===== src/hdl/sqsr_pkg.sv =====
// Shared types and constants for the stack/queue search-and-remove block.
// No dependencies; used by every module under hdl/.
`default_nettype none

package sqsr_pkg;

  localparam int DEPTH_DEF = 16;
  localparam int DATA_W    = 32;
  localparam int POS_W     = 4;
  // Wide enough for a count or position at the largest supported depth (64).
  localparam int ARG_W     = 7;

  localparam logic STORE_STACK = 1'b0;
  localparam logic STORE_QUEUE = 1'b1;

  typedef enum logic [1:0] {
    KIND_ADD,
    KIND_REMOVE,
    KIND_FIND,
    KIND_LIST
  } kind_t;

  typedef enum logic [1:0] {
    ST_OK,
    ST_EMPTY,
    ST_NOT_FOUND,
    ST_FULL
  } status_t;

  typedef enum logic [2:0] {
    OP_HOLD,
    OP_PUSH_TOP,
    OP_PUSH_AT,
    OP_ROTATE,
    OP_REMOVE
  } cell_op_t;

  typedef enum logic [2:0] {
    S_IDLE,
    S_EXEC,
    S_SCAN,
    S_REPORT,
    S_LIST
  } state_t;

  typedef struct packed {
    cell_op_t          op;
    logic [ARG_W-1:0]  arg;
    logic [DATA_W-1:0] data;
  } cmd_t;

endpackage

`default_nettype wire


===== src/hdl/sqsr_cell.sv =====
// One storage cell of a store row: holds a single entry and moves it to or
// from its neighbors on a row command. Depends on sqsr_pkg.
`default_nettype none

module sqsr_cell #(
  parameter int IDX = 0
) (
  input  wire                         clk,
  input  sqsr_pkg::cmd_t              cmd_i,
  input  wire [sqsr_pkg::DATA_W-1:0]  prev_i,
  input  wire [sqsr_pkg::DATA_W-1:0]  next_i,
  input  wire [sqsr_pkg::DATA_W-1:0]  head_i,
  output logic [sqsr_pkg::DATA_W-1:0] val_o
);

  localparam logic [sqsr_pkg::ARG_W-1:0] MY_POS = sqsr_pkg::ARG_W'(IDX);

  logic [sqsr_pkg::DATA_W-1:0] val_r;
  logic [sqsr_pkg::DATA_W-1:0] val_nxt;

  always_comb begin
    val_nxt = val_r;
    case (cmd_i.op)
      sqsr_pkg::OP_PUSH_TOP: val_nxt = prev_i;
      sqsr_pkg::OP_PUSH_AT: begin
        if (MY_POS == cmd_i.arg) val_nxt = cmd_i.data;
      end
      // arg is the last occupied position; the head wraps around to it
      sqsr_pkg::OP_ROTATE: begin
        if (MY_POS == cmd_i.arg) val_nxt = head_i;
        else if (MY_POS < cmd_i.arg) val_nxt = next_i;
      end
      sqsr_pkg::OP_REMOVE: begin
        if (MY_POS >= cmd_i.arg) val_nxt = next_i;
      end
      default: ;
    endcase
  end

  always_ff @(posedge clk) begin
    val_r <= val_nxt;
  end

  assign val_o = val_r;

endmodule

`default_nettype wire


===== src/hdl/sqsr_row.sv =====
// A row of DEPTH cells forming one store, position 0 at the top/head, plus
// its fill count. Depends on sqsr_pkg and sqsr_cell.
`default_nettype none

module sqsr_row #(
  parameter int DEPTH = sqsr_pkg::DEPTH_DEF
) (
  input  wire                                clk,
  input  wire                                rst_n,
  input  sqsr_pkg::cmd_t                     cmd_i,
  output logic [sqsr_pkg::DATA_W-1:0]        head_o,
  output logic [$clog2(DEPTH+1)-1:0]         count_o
);

  localparam int CW = $clog2(DEPTH + 1);

  logic [CW-1:0]               count_r;
  logic [CW-1:0]               count_nxt;
  sqsr_pkg::cmd_t              cell_cmd;
  logic [sqsr_pkg::DATA_W-1:0] vals [DEPTH];

  // Window-relative arguments come from the local count.
  always_comb begin
    cell_cmd = cmd_i;
    case (cmd_i.op)
      sqsr_pkg::OP_PUSH_AT: cell_cmd.arg = sqsr_pkg::ARG_W'(count_r);
      sqsr_pkg::OP_ROTATE:
        cell_cmd.arg = sqsr_pkg::ARG_W'(count_r) - sqsr_pkg::ARG_W'(1);
      default: ;
    endcase
  end

  always_comb begin
    count_nxt = count_r;
    case (cmd_i.op) inside
      sqsr_pkg::OP_PUSH_TOP, sqsr_pkg::OP_PUSH_AT: count_nxt = count_r + CW'(1);
      sqsr_pkg::OP_REMOVE:                         count_nxt = count_r - CW'(1);
      default: ;
    endcase
  end

  always_ff @(posedge clk) begin
    if (!rst_n) begin
      count_r <= '0;
    end else begin
      count_r <= count_nxt;
    end
  end

  genvar i;
  generate
    for (i = 0; i < DEPTH; i++) begin : g_cell
      logic [sqsr_pkg::DATA_W-1:0] prev_v;
      logic [sqsr_pkg::DATA_W-1:0] next_v;
      if (i == 0) begin : g_first
        assign prev_v = cmd_i.data;
      end else begin : g_mid
        assign prev_v = vals[i-1];
      end
      if (i == DEPTH - 1) begin : g_end
        assign next_v = vals[i];
      end else begin : g_inner
        assign next_v = vals[i+1];
      end
      sqsr_cell #(.IDX(i)) u_cell (
        .clk    (clk),
        .cmd_i  (cell_cmd),
        .prev_i (prev_v),
        .next_i (next_v),
        .head_i (vals[0]),
        .val_o  (vals[i])
      );
    end
  endgenerate

  assign head_o  = vals[0];
  assign count_o = count_r;

endmodule

`default_nettype wire


===== src/hdl/stack_queue_search_remove.sv =====
// Stack and queue with search, remove-by-value and listing, built on two
// rows of shifting cells. Depends on sqsr_pkg and sqsr_row.
//
// Usage: the input channel (in_valid/in_stall) takes one item at a time:
// in_kind selects add, remove, find or list, in_which_store picks stack (0)
// or queue (1), in_value is the value to add or look for. Results leave on
// the out_ channel; out_last marks the final result of an item.
// Steps of each item after acceptance, n the entry count of the selected store:
//   add, or any request on an empty store: the result is loaded from EXEC.
//   find / remove: SCAN, then REPORT loads the result. The row rotates once
//   per cycle past the compare at cell 0, a full turn of n rotations.
//   list: one result per cycle as the row rotates, while the output is not
//   stalled, n results in all.
// in_stall is high from acceptance until the item's last result is loaded
// into the output register, so a new item may enter while that result waits.
// When out_stall is high the output holds; a list pauses its rotation and a
// search waits in its report step. Reset clears both counts and the control
// state; entry contents are not cleared and are only read below the count.
`default_nettype none

module stack_queue_search_remove #(
  parameter int DEPTH = sqsr_pkg::DEPTH_DEF
) (
  input  wire                                 clk,
  input  wire                                 rst_n,
  input  wire                                 in_valid,
  output logic                                in_stall,
  input  wire [1:0]                           in_kind,
  input  wire                                 in_which_store,
  input  wire signed [sqsr_pkg::DATA_W-1:0]   in_value,
  output logic                                out_valid,
  input  wire                                 out_stall,
  output logic [1:0]                          out_status,
  output logic [sqsr_pkg::POS_W-1:0]          out_position,
  output logic signed [sqsr_pkg::DATA_W-1:0]  out_entry_value,
  output logic                                out_last
);

  localparam int CW = $clog2(DEPTH + 1);
  localparam logic [CW-1:0] FULL_CNT = CW'(DEPTH);

  sqsr_pkg::state_t            state_r, state_nxt;
  sqsr_pkg::kind_t             kind_r;
  logic                        sel_r;
  logic [sqsr_pkg::DATA_W-1:0] key_r;
  logic [CW-1:0]               step_r, step_nxt;
  logic                        found_r, found_nxt;
  logic [CW-1:0]               fpos_r, fpos_nxt;
  logic [sqsr_pkg::DATA_W-1:0] fval_r, fval_nxt;

  logic                        out_valid_r;
  logic [1:0]                  out_status_r;
  logic [sqsr_pkg::POS_W-1:0]  out_position_r;
  logic [sqsr_pkg::DATA_W-1:0] out_value_r;
  logic                        out_last_r;
  logic                        out_load;
  sqsr_pkg::status_t           out_status_nxt;
  logic [sqsr_pkg::POS_W-1:0]  out_position_nxt;
  logic [sqsr_pkg::DATA_W-1:0] out_value_nxt;
  logic                        out_last_nxt;

  sqsr_pkg::cmd_t              cmd;
  sqsr_pkg::cmd_t              hold_cmd;
  sqsr_pkg::cmd_t              stk_cmd;
  sqsr_pkg::cmd_t              que_cmd;
  logic [sqsr_pkg::DATA_W-1:0] stk_head, que_head, head;
  logic [CW-1:0]               stk_cnt, que_cnt, n;
  logic                        in_accept;
  logic                        out_free;

  assign in_accept = in_valid && !in_stall;
  assign in_stall  = (state_r != sqsr_pkg::S_IDLE);
  assign out_free  = !out_valid_r || !out_stall;

  assign head = (sel_r == sqsr_pkg::STORE_QUEUE) ? que_head : stk_head;
  assign n    = (sel_r == sqsr_pkg::STORE_QUEUE) ? que_cnt : stk_cnt;

  always_comb begin
    hold_cmd      = '0;
    hold_cmd.op   = sqsr_pkg::OP_HOLD;
    stk_cmd       = (sel_r == sqsr_pkg::STORE_STACK) ? cmd : hold_cmd;
    que_cmd       = (sel_r == sqsr_pkg::STORE_QUEUE) ? cmd : hold_cmd;
  end

  sqsr_row #(.DEPTH(DEPTH)) u_stack (
    .clk     (clk),
    .rst_n   (rst_n),
    .cmd_i   (stk_cmd),
    .head_o  (stk_head),
    .count_o (stk_cnt)
  );

  sqsr_row #(.DEPTH(DEPTH)) u_queue (
    .clk     (clk),
    .rst_n   (rst_n),
    .cmd_i   (que_cmd),
    .head_o  (que_head),
    .count_o (que_cnt)
  );

  always_comb begin
    state_nxt        = state_r;
    step_nxt         = step_r;
    found_nxt        = found_r;
    fpos_nxt         = fpos_r;
    fval_nxt         = fval_r;
    cmd              = '0;
    cmd.op           = sqsr_pkg::OP_HOLD;
    out_load         = 1'b0;
    out_status_nxt   = sqsr_pkg::ST_OK;
    out_position_nxt = '0;
    out_value_nxt    = '0;
    out_last_nxt     = 1'b1;
    unique case (state_r)
      sqsr_pkg::S_IDLE: begin
        if (in_valid) state_nxt = sqsr_pkg::S_EXEC;
      end
      sqsr_pkg::S_EXEC: begin
        if (kind_r == sqsr_pkg::KIND_ADD) begin
          if (out_free) begin
            out_load  = 1'b1;
            state_nxt = sqsr_pkg::S_IDLE;
            if (n == FULL_CNT) begin
              out_status_nxt = sqsr_pkg::ST_FULL;
            end else begin
              cmd.op        = (sel_r == sqsr_pkg::STORE_QUEUE) ? sqsr_pkg::OP_PUSH_AT
                                                               : sqsr_pkg::OP_PUSH_TOP;
              cmd.data      = key_r;
              out_value_nxt = key_r;
              if (sel_r == sqsr_pkg::STORE_QUEUE) out_position_nxt = sqsr_pkg::POS_W'(n);
            end
          end
        end else if (n == '0) begin
          if (out_free) begin
            out_load       = 1'b1;
            out_status_nxt = sqsr_pkg::ST_EMPTY;
            state_nxt      = sqsr_pkg::S_IDLE;
          end
        end else if (kind_r == sqsr_pkg::KIND_LIST) begin
          step_nxt  = '0;
          state_nxt = sqsr_pkg::S_LIST;
        end else begin
          step_nxt  = '0;
          found_nxt = 1'b0;
          state_nxt = sqsr_pkg::S_SCAN;
        end
      end
      sqsr_pkg::S_SCAN: begin
        // full turn of the window; first match is captured at cell 0
        cmd.op   = sqsr_pkg::OP_ROTATE;
        step_nxt = step_r + CW'(1);
        if (!found_r && head == key_r) begin
          found_nxt = 1'b1;
          fpos_nxt  = step_r;
          fval_nxt  = head;
        end
        if (step_r == n - CW'(1)) state_nxt = sqsr_pkg::S_REPORT;
      end
      sqsr_pkg::S_REPORT: begin
        if (out_free) begin
          out_load  = 1'b1;
          state_nxt = sqsr_pkg::S_IDLE;
          if (found_r) begin
            out_position_nxt = sqsr_pkg::POS_W'(fpos_r);
            out_value_nxt    = fval_r;
            if (kind_r == sqsr_pkg::KIND_REMOVE) begin
              cmd.op  = sqsr_pkg::OP_REMOVE;
              cmd.arg = sqsr_pkg::ARG_W'(fpos_r);
            end
          end else begin
            out_status_nxt = sqsr_pkg::ST_NOT_FOUND;
          end
        end
      end
      sqsr_pkg::S_LIST: begin
        out_position_nxt = sqsr_pkg::POS_W'(step_r);
        out_value_nxt    = head;
        out_last_nxt     = (step_r == n - CW'(1));
        if (out_free) begin
          out_load = 1'b1;
          cmd.op   = sqsr_pkg::OP_ROTATE;
          step_nxt = step_r + CW'(1);
          if (out_last_nxt) state_nxt = sqsr_pkg::S_IDLE;
        end
      end
      default: state_nxt = sqsr_pkg::S_IDLE;
    endcase
  end

  always_ff @(posedge clk) begin
    if (!rst_n) begin
      state_r     <= sqsr_pkg::S_IDLE;
      found_r     <= 1'b0;
      step_r      <= '0;
      out_valid_r <= 1'b0;
    end else begin
      state_r <= state_nxt;
      found_r <= found_nxt;
      step_r  <= step_nxt;
      if (out_load) out_valid_r <= 1'b1;
      else if (!out_stall) out_valid_r <= 1'b0;
    end
  end

  always_ff @(posedge clk) begin
    fpos_r <= fpos_nxt;
    fval_r <= fval_nxt;
    if (in_accept) begin
      kind_r <= sqsr_pkg::kind_t'(in_kind);
      sel_r  <= in_which_store;
      key_r  <= in_value;
    end
    if (out_load) begin
      out_status_r   <= out_status_nxt;
      out_position_r <= out_position_nxt;
      out_value_r    <= out_value_nxt;
      out_last_r     <= out_last_nxt;
    end
  end

  assign out_valid       = out_valid_r;
  assign out_status      = out_status_r;
  assign out_position    = out_position_r;
  assign out_entry_value = out_value_r;
  assign out_last        = out_last_r;

`ifndef SYNTHESIS
  a_cnt_bound: assert property (@(posedge clk) disable iff (!rst_n)
    stk_cnt <= FULL_CNT && que_cnt <= FULL_CNT)
    else $error("store count above depth");

  a_cnt_step: assert property (@(posedge clk) disable iff (!rst_n)
    ($past(rst_n) && stk_cnt != $past(stk_cnt)) |->
      (stk_cnt == $past(stk_cnt) + CW'(1) || stk_cnt == $past(stk_cnt) - CW'(1)))
    else $error("stack count moved by more than one");

  a_scan_range: assert property (@(posedge clk) disable iff (!rst_n)
    (state_r == sqsr_pkg::S_SCAN || state_r == sqsr_pkg::S_LIST) |-> step_r < n)
    else $error("rotation step beyond entry count");

  a_list_end: assert property (@(posedge clk) disable iff (!rst_n)
    (state_r == sqsr_pkg::S_LIST && out_load && out_last_nxt) |=>
      state_r == sqsr_pkg::S_IDLE)
    else $error("list did not finish after its last item");

  a_accept_exec: assert property (@(posedge clk) disable iff (!rst_n)
    in_accept |=> state_r == sqsr_pkg::S_EXEC)
    else $error("accepted item not executed");
`endif

endmodule

`default_nettype wire


===== config.mk =====
export PLATFORM = sky130hd
export DESIGN_NAME = stack_queue_search_remove
export DESIGN_NICKNAME = d
export VERILOG_FILES = /design/src/hdl/sqsr_pkg.sv /design/src/hdl/sqsr_cell.sv /design/src/hdl/sqsr_row.sv /design/src/hdl/stack_queue_search_remove.sv
export SDC_FILE = /design/constraint.sdc
export NUM_CORES = 2
export LEC_CHECK = 0
export BUFFER_PORTS_ARGS = -buffer_cell sky130_fd_sc_hd__buf_2
export CORE_UTILIZATION = 35
export CTS_BUF_LIST = sky130_fd_sc_hd__clkbuf_4 sky130_fd_sc_hd__clkbuf_8
export DETAILED_ROUTE_END_ITERATION = 16
export SLEW_MARGIN = 20
export SYNTH_ARGS = -nofsm -noshare
export SYNTH_HDL_FRONTEND = slang
export SYNTH_SLANG_ARGS = --single-unit
export TNS_END_PERCENT = 30

===== constraint.sdc =====
create_clock -name clk -period 11 [get_ports clk]
set_input_delay 0 -clock clk [delete_from_list [all_inputs] [get_ports clk]]
set_output_delay 0 -clock clk [all_outputs]
set_load 0.05 [all_outputs]

Yosys cells after proc, flatten, opt, wreduce, memory -nomap -nowiden

Index checks and enable logic that the tools add are counted.

Register bits after elaboration: 1155
Logic and storage cells: 549
Input port bits: 39

Multiplexer cells: 222
Order comparisons: 60
Reductions and logical operators: 60
Add/subtract/negate cells: 8
Equal/unequal tests: 152

Operators with widths:

| kind                                                              | count |
|---|---|
| two-way mux 32 bit                                                | 131 |
| one-hot mux 32 bit (4 select lines)                               | 30 |
| one-hot mux 32 bit (3 select lines)                               | 3 |
| != test 2 bit (second input constant)                             | 76 |
| AND reduction 4 bit                                               | 30 |
| equality test 4 x 7 -> 1 bit (first input constant)               | 16 |
| greater-or-equal comparator 4 x 7 -> 1 bit (first input constant) | 14 |
| less-than comparator 4 x 7 -> 1 bit (first input constant)        | 14 |
| two-way mux 42 bit                                                | 2 |
| != test 3 bit (second input constant)                             | 28 |
| equality test 3 x 7 -> 1 bit (first input constant)               | 8 |
| greater-or-equal comparator 3 x 7 -> 1 bit (first input constant) | 8 |
| less-than comparator 3 x 7 -> 1 bit (first input constant)        | 8 |
| two-way mux 5 bit                                                 | 8 |
| equality test 32 bit                                              | 1 |
| two-way mux 10 bit                                                | 3 |
| equality test 2 x 7 -> 1 bit (first input constant)               | 4 |
| greater-or-equal comparator 1 x 7 -> 1 bit (first input constant) | 4 |
| greater-or-equal comparator 2 x 7 -> 1 bit (first input constant) | 4 |
| less-than comparator 1 x 7 -> 1 bit (first input constant)        | 4 |
| less-than comparator 2 x 7 -> 1 bit (first input constant)        | 4 |
| one-hot mux 7 bit (2 select lines)                                | 2 |
| two-way mux 3 bit                                                 | 8 |
| two-way mux 4 bit                                                 | 6 |
| other kinds (35)                                                  | 86 |

Longest topological paths before layout

Depth after elaboration: 13
Mapped depth: 20
Depth with buffers taken out: 13

By module

Synthesis repeated with hierarchy kept, for this count alone.

Cell total of the unflattened synthesis: 9749
Area, all modules: 92122.1 µm²

By module, submodules not included:

| module                                     | area an instance (µm²) | sequential area each (µm²) | times used | cells each |
|---|---|---|---|---|
| sqsr_cell at u_queue.g_cell[2].u_cell ...  | 3383.2                 | 960.9                      | 2          | 406 |
| sqsr_cell at u_queue.g_cell[1].u_cell ...  | 3183.1                 | 960.9                      | 2          | 367 |
| stack_queue_search_remove                  | 6155.9                 | 3533.4                     | 1          | 503 |
| sqsr_cell at u_queue.g_cell[3].u_cell ...  | 2976.6                 | 960.9                      | 2          | 332 |
| sqsr_cell at u_queue.g_cell[12].u_cell ... | 2698.8                 | 960.9                      | 2          | 281 |
| sqsr_cell at u_queue.g_cell[6].u_cell ...  | 2663.8                 | 960.9                      | 2          | 278 |
| sqsr_cell at u_queue.g_cell[11].u_cell ... | 2661.3                 | 960.9                      | 2          | 277 |
| sqsr_cell at u_queue.g_cell[5].u_cell ...  | 2657.5                 | 960.9                      | 2          | 278 |
| sqsr_cell at u_queue.g_cell[4].u_cell ...  | 2656.3                 | 960.9                      | 2          | 279 |
| sqsr_cell at u_queue.g_cell[9].u_cell ...  | 2635.0                 | 960.9                      | 2          | 279 |
| sqsr_cell at u_queue.g_cell[8].u_cell ...  | 2631.3                 | 960.9                      | 2          | 278 |
| sqsr_cell at u_queue.g_cell[13].u_cell ... | 2625.0                 | 960.9                      | 2          | 278 |
| sqsr_cell at u_queue.g_cell[0].u_cell ...  | 2494.9                 | 960.9                      | 2          | 273 |
| sqsr_cell at u_queue.g_cell[10].u_cell ... | 2481.1                 | 960.9                      | 2          | 231 |
| +5 rows                                    | -                      | -                          | -          | - |

Worst setup path after synthesis

No wires, ideal clock.

Path kind: reg-to-reg
Start point: register sel_r
End point: register u_queue.g_cell[9].u_cell.val_r, in the netlist u_queue.g_cell[9].u_cell.val_o[0], enable pin
Period minus slack after synthesis: 8.729 ns
Arrival time: 8.135 ns
Slack: 2.271 ns
Cell stages (with the launch flop): 14
Setup time: 0.594 ns
Data required time: 10.406 ns
Cell sequence: edfxtp_1 -> buf_2 -> buf_2 -> buf_2 -> buf_2 -> mux2i_1 -> ha_1 -> nand3_2 -> and2_1 -> inv_2 -> o221ai_1 -> nor4_1 -> a21oi_1 -> a2111oi_0

Longest elaborated chain between the ends: 12
Elaborated cells on any way between the ends: 21
Those cells by class: 2 x order compare; 9 x eq/ne; 8 x mux; 2 x reduce/logical

Ends and longest elaborated chain:

| item                                                            | line                             | text |
|---|---|---|
| start, declared                                                 | stack_queue_search_remove.sv:44  | `logic sel_r;` |
| start signal, assigned                                          | stack_queue_search_remove.sv:210 | `sel_r <= in_which_store;` |
| two-way mux 5 bit                                               | stack_queue_search_remove.sv:76  | `assign n = (sel_r == sqsr_pkg::STORE_QUEUE) ? que_cnt : stk_cnt;` |
| equality test 5 bit                                             | stack_queue_search_remove.sv:123 | `if (n == FULL_CNT) begin` |
| two-way mux 2 bit                                               | stack_queue_search_remove.sv:123 |  |
| two-way mux 2 bit                                               | stack_queue_search_remove.sv:120 | `if (out_free) begin` |
| two-way mux 2 bit                                               | stack_queue_search_remove.sv:119 | `if (kind_r == sqsr_pkg::KIND_ADD) begin` |
| one-hot mux 3 bit (4 select lines)                              | stack_queue_search_remove.sv:114 | `unique case (state_r)` |
| two-way mux 42 bit *                                            | stack_queue_search_remove.sv:82  | `que_cmd = (sel_r == sqsr_pkg::STORE_QUEUE) ? cmd : hold_cmd;` |
| equality test 3 x 2 -> 1 bit                                    | sqsr_cell.sv:23, sqsr_row.sv:25  |  |
| one-hot mux 7 bit (2 select lines)                              | sqsr_row.sv:25                   | `case (cmd_i.op)` |
| less-than comparator 4 x 7 -> 1 bit (tied with other cells)     | sqsr_cell.sv:31                  | `else if (MY_POS < cmd_i.arg) val_nxt = next_i;` |
| != test 3 bit (no source line) or != test 2 bit (tied branches) | -                                |  |
| AND reduction 4 bit (no source line) *                          | -                                |  |
| end signal, assigned                                            | sqsr_cell.sv:41                  | `val_r <= val_nxt;` |
| end, declared                                                   | sqsr_cell.sv:18                  | `logic [sqsr_pkg::DATA_W-1:0] val_r;` |

Mark *: on every way between the ends. The rest lies on a longest branch, timed or not.
A chain may end at the register's enable or synchronous reset.

Worst setup path in the final report

Start point: register sel_r
End point: register u_queue.g_cell[11].u_cell.val_r, in the netlist u_queue.g_cell[11].u_cell.val_o[17], enable pin

Longest elaborated chain between the ends: 12
Elaborated cells on any way between the ends: 21
Those cells by class: 2 x order compare; 9 x eq/ne; 8 x mux; 2 x reduce/logical

Ends and longest elaborated chain:

| item                                                            | line |
|---|---|
| two-way mux 5 bit                                               | stack_queue_search_remove.sv:76 |
| equality test 5 bit                                             | stack_queue_search_remove.sv:123 |
| two-way mux 2 bit                                               | stack_queue_search_remove.sv:123 |
| two-way mux 2 bit                                               | stack_queue_search_remove.sv:120 |
| two-way mux 2 bit                                               | stack_queue_search_remove.sv:119 |
| one-hot mux 3 bit (4 select lines)                              | stack_queue_search_remove.sv:114 |
| two-way mux 42 bit *                                            | stack_queue_search_remove.sv:82 |
| equality test 3 x 2 -> 1 bit                                    | sqsr_cell.sv:23, sqsr_row.sv:25 |
| one-hot mux 7 bit (2 select lines)                              | sqsr_row.sv:25 |
| less-than comparator 4 x 7 -> 1 bit (tied with other cells)     | sqsr_cell.sv:31 |
| != test 3 bit (no source line) or != test 2 bit (tied branches) | - |
| AND reduction 4 bit (no source line) *                          | - |
| end signal, assigned                                            | sqsr_cell.sv:41 |
| end, declared                                                   | sqsr_cell.sv:18 |

Marks and branches as above.

==> impl_metrics.yaml <==
clock_tree:
  cts_buffers: 198
  worstSkewPairLatency_ns: 0.95
  cts_root_buf: "clkbuf_8"
  cts_num_sinks: 1155
  path_clk_slew_ns: 0.06
  cts_buffer_depth: 3
  cts-resized-gates: 0
  htree_levels: 4
  cts_tree: "yes"
global_route:
  grt_use_total_pct: 24.5
  gr-total-overflow: 0
  grt_max_degree: 168
  antenna_found_initial: 6
  grt_pass1_vias: 45300
  grt_pass1_wl_mm: 309
sta:
  setup_tns_ns: 0
  fin_crit_ns: 6.09
  slew_headroom_pct: 21.4
  min_period_over_period_pct: 55.3
  clock_skew_ns: 0.0420
  setup_violations: 0
  clock.fmax_mhz: 164
  holdWs_ns: 0.0571
  worst_pin_slew_ns: 1.18
  slew_violations: 0
  hold_viol: 0
  rsz0062_at_grt: "no"
route:
  first_pass_iters: 13
  drc: 24
  vias: 47900
  drt_iter0_markers: 7165
  viasPerCell: 6.31
  routed_wl_mm: 214
  wl_per_cell_um: 28.2
  drtAntennaViolNets: 0
die:
  fp.dieH_um: 410
  core_area_mm2: 0.165
  start_util_pct: 35.2
  rows: 149
  ios: 80
  dieArea_mm2: 0.168
  die_w_um: 410
power_and_ir_drop:
  ir_drop_v: 0.000120
  power.leakage_nw: 22.1
  powerDensity_mw_per_mm2: 148
place:
  place_congestion: 0.853
  dp_cells: 7151
  dp_hpwl_mm: 117
  io_buffers: 79
run:
  drv_cap: 0
synthesis:
  ys_warn_count: 0
  syn_inst: 5269
  synth_fp_nets: 5320
  ys.flop_type: "edfxtp_1"
  seq_area_frac_synth_pct: 59.3
  async_flop_share_pct: 0
  synth_edf_count: 1135
  syn_area_per_cell_um2: 11.0
  ys_seq_elements: 1155
  syn_area_mm2: 0.0581
  yosysUniqueCellTypes: 84
worst_setup_path:
  path_class: "reg2reg"
  crit_required_ns: 11.56
  worstPathArrival_ns: 6.64
  cp_max_fo: 167
  rrSetupSlack_ns: 4.91
  timing.critical_path.from_type: "register"
  endpoint_kind: "register"
hold_path:
  hp-class: "in2reg"
layout:
  drive_gt1_share_pct: 12.6
  fill_cells: 15900
  final_cells: 7599
  multi_input_area_mm2: 0.0220
  area_growth_pct: 12.5
  utilization_pct: 39.7
  fin_nets: 5287
  seqCellArea_mm2: 0.0345
run_status:
  violations: "design-rule violations"
  status: "finished with violations"
-- flip-flops by register name, indices dropped and copies added (netlist names) --
signal	count
kind_r	2
u_queue.g_cell.u_cell.val_o	512
found_r	1
out_position	4
u_queue.count_o	5
fpos_r	5
u_stack.count_o	5
out_entry_value	32
state_r	3
u_stack.g_cell.u_cell.val_o	512
out_valid	1
fval_r	32
out_status	2
out_last	1
step_r	5
key_r	32
sel_r	1
-- layout make-up --
| cell class | instances | area share (%) |
|---|---|---|
| Timing Repair Buffer | 265 | 3.08 |
| Inverter | 76 | 0.436 |
| Antenna cell | 5 | 0.0191 |
| Tap cell | 2189 | 4.19 |
| Clock inverter | 103 | 0.958 |
| Clock buffer | 266 | 4.96 |
| Sequential cell | 1155 | 52.7 |
| Multi-Input combinational cell | 3540 | 33.6 |
-- layout by cell type (no fill, tap or decap), types with 29 or more instances in the layout --
master	Yosys	routed
a21o_1	46	43
a21oi_1	279	271
a221o_1	243	243
a221oi_1	140	137
a221oi_2	30	30
a22o_1	66	65
a22oi_1	201	199
a31oi_1	53	50
and3_1	35	34
buf_2	85	79
buf_4	6	109
clkbuf_4	0	66
clkbuf_8	0	200
clkinv_1	0	53
clkinv_2	0	29
dlygate4sd3_1	0	74
edfxtp_1	1135	1135
inv_1	75	75
mux2i_1	59	59
nand2_1	624	618
nand3_1	189	185
nor2_1	707	689
o211ai_1	66	66
o21a_1	44	44
o21ai_0	289	287
o22ai_1	31	30
o32ai_1	97	97
xnor2_1	49	49
-- worst paths after layout --
path | from | to | cells after the start
setup reg to reg | sel_r$_DFFE_PP_ | u_queue.g_cell[11].u_cell.val_o[17]$_DFFE_PP_ | 10
hold / removal | rst_n | state_r[2]$_SDFFE_PN0P_ | 3
hold reg to reg | u_stack.g_cell[13].u_cell.val_o[30]$_DFFE_PP_ | u_stack.g_cell[14].u_cell.val_o[30]$_DFFE_PP_ | 2
setup / recovery | sel_r$_DFFE_PP_ | u_queue.g_cell[11].u_cell.val_o[17]$_DFFE_PP_ | 10
-- what timing repair did --
action | in CTS | in global routing
hold buffers | 74 | 0
buffers inserted | 0 | 0
hold endpoints to repair | 97 | 0
-- logic make-up after synthesis --
group                    after synthesis  share of synthesized area (%)
adder cells (fa/ha/maj)               12                          0.284
multiplexers                          92                           1.65
AO/OA/AOI/OAI                       1706                           21.8
XOR/XNOR                              56                          0.843
flip-flops                          1155                           59.3
buffers and inverters                574                           4.02
AND/OR/NAND/NOR                     1674                           12.1
-- where the power goes --
part / internal (mW) / switching (mW) / leakage [nW]
clock: 2.02 / 1.91 / 2.05
sequential: 4.95 / 0.108 / 10.5
combinational: 0.233 / 0.476 / 9.57
total: 7.21 / 2.49 / 22.1
-- per-stage QoR --
step / setup slack (ns) / power, mW / instance area, um2
CTS: 5.06 / 9.73 / 65400
detailed placement: 5.06 / 5.82 / 60800
floorplan: 2.27 / 5.55 / 58100
global placement: 5.13 / 5.81 / 60800
finish: 4.91 / 9.71 / 65400
global route: 4.57 / 9.98 / 65400
-- synthesized netlist by cell type, types with 7 or more instances --
cell type	n	share of area [%]
o22ai_1	31	0.33
nand2_1	624	4.0
nor3_1	29	0.25
and2_1	16	0.17
edfxtp_1	1135	59
a221oi_1	140	2.1
xor2_1	7	0.11
o21a_1	44	0.57
a31oi_1	53	0.57
mux2_1	9	0.17
a21oi_1	279	2.4
buf_1	23	0.15
a21o_1	46	0.59
ha_1	10	0.22
a221oi_2	30	0.77
buf_2	85	0.73
o211ai_1	66	0.85
mux2i_1	59	1.0
nand4_1	9	0.097
a21boi_0	7	0.090
nor4_1	13	0.14
o32ai_1	97	1.5
nor3b_1	7	0.090
mux2_2	24	0.46
o21ai_1	8	0.069
dfxtp_1	20	0.69
a221o_1	243	4.2
inv_1	75	0.48
a22oi_1	201	2.6
nand3_1	189	1.6
nor2_1	707	4.6
and3_1	35	0.38
o21ai_0	289	2.5
a22o_1	66	0.99
o221ai_1	9	0.14
buf_6	7	0.14
xnor2_1	49	0.74
a311o_1	26	0.45
a211oi_1	11	0.14
o2bb2ai_1	27	0.41
clkbuf_1	377	2.4
-- worst max-delay path, cell delays in order (launching register included) --
cell and delay (ns):
edfxtp_1 0.33, buf_4 0.66, inv_1 0.38, nor4_4 0.41, buf_12 0.58, a21oi_1 0.41
nor3_1 0.78, and2_2 1.04, nor2_1 0.18, a211oi_4 0.26, buf_4 0.51
-- per-layer routing --
layer  vias to the layer above  routed length [um]  global-route usage (%)
met4                         4                9240                    10.6
li1                      20300                   -                       -
met3                       535               23900                    5.43
met1                     23700               83800                    32.5
met5                         -                  22                       0
met2                      3387               97100                    38.5
(Power assumes the default switching activity.)
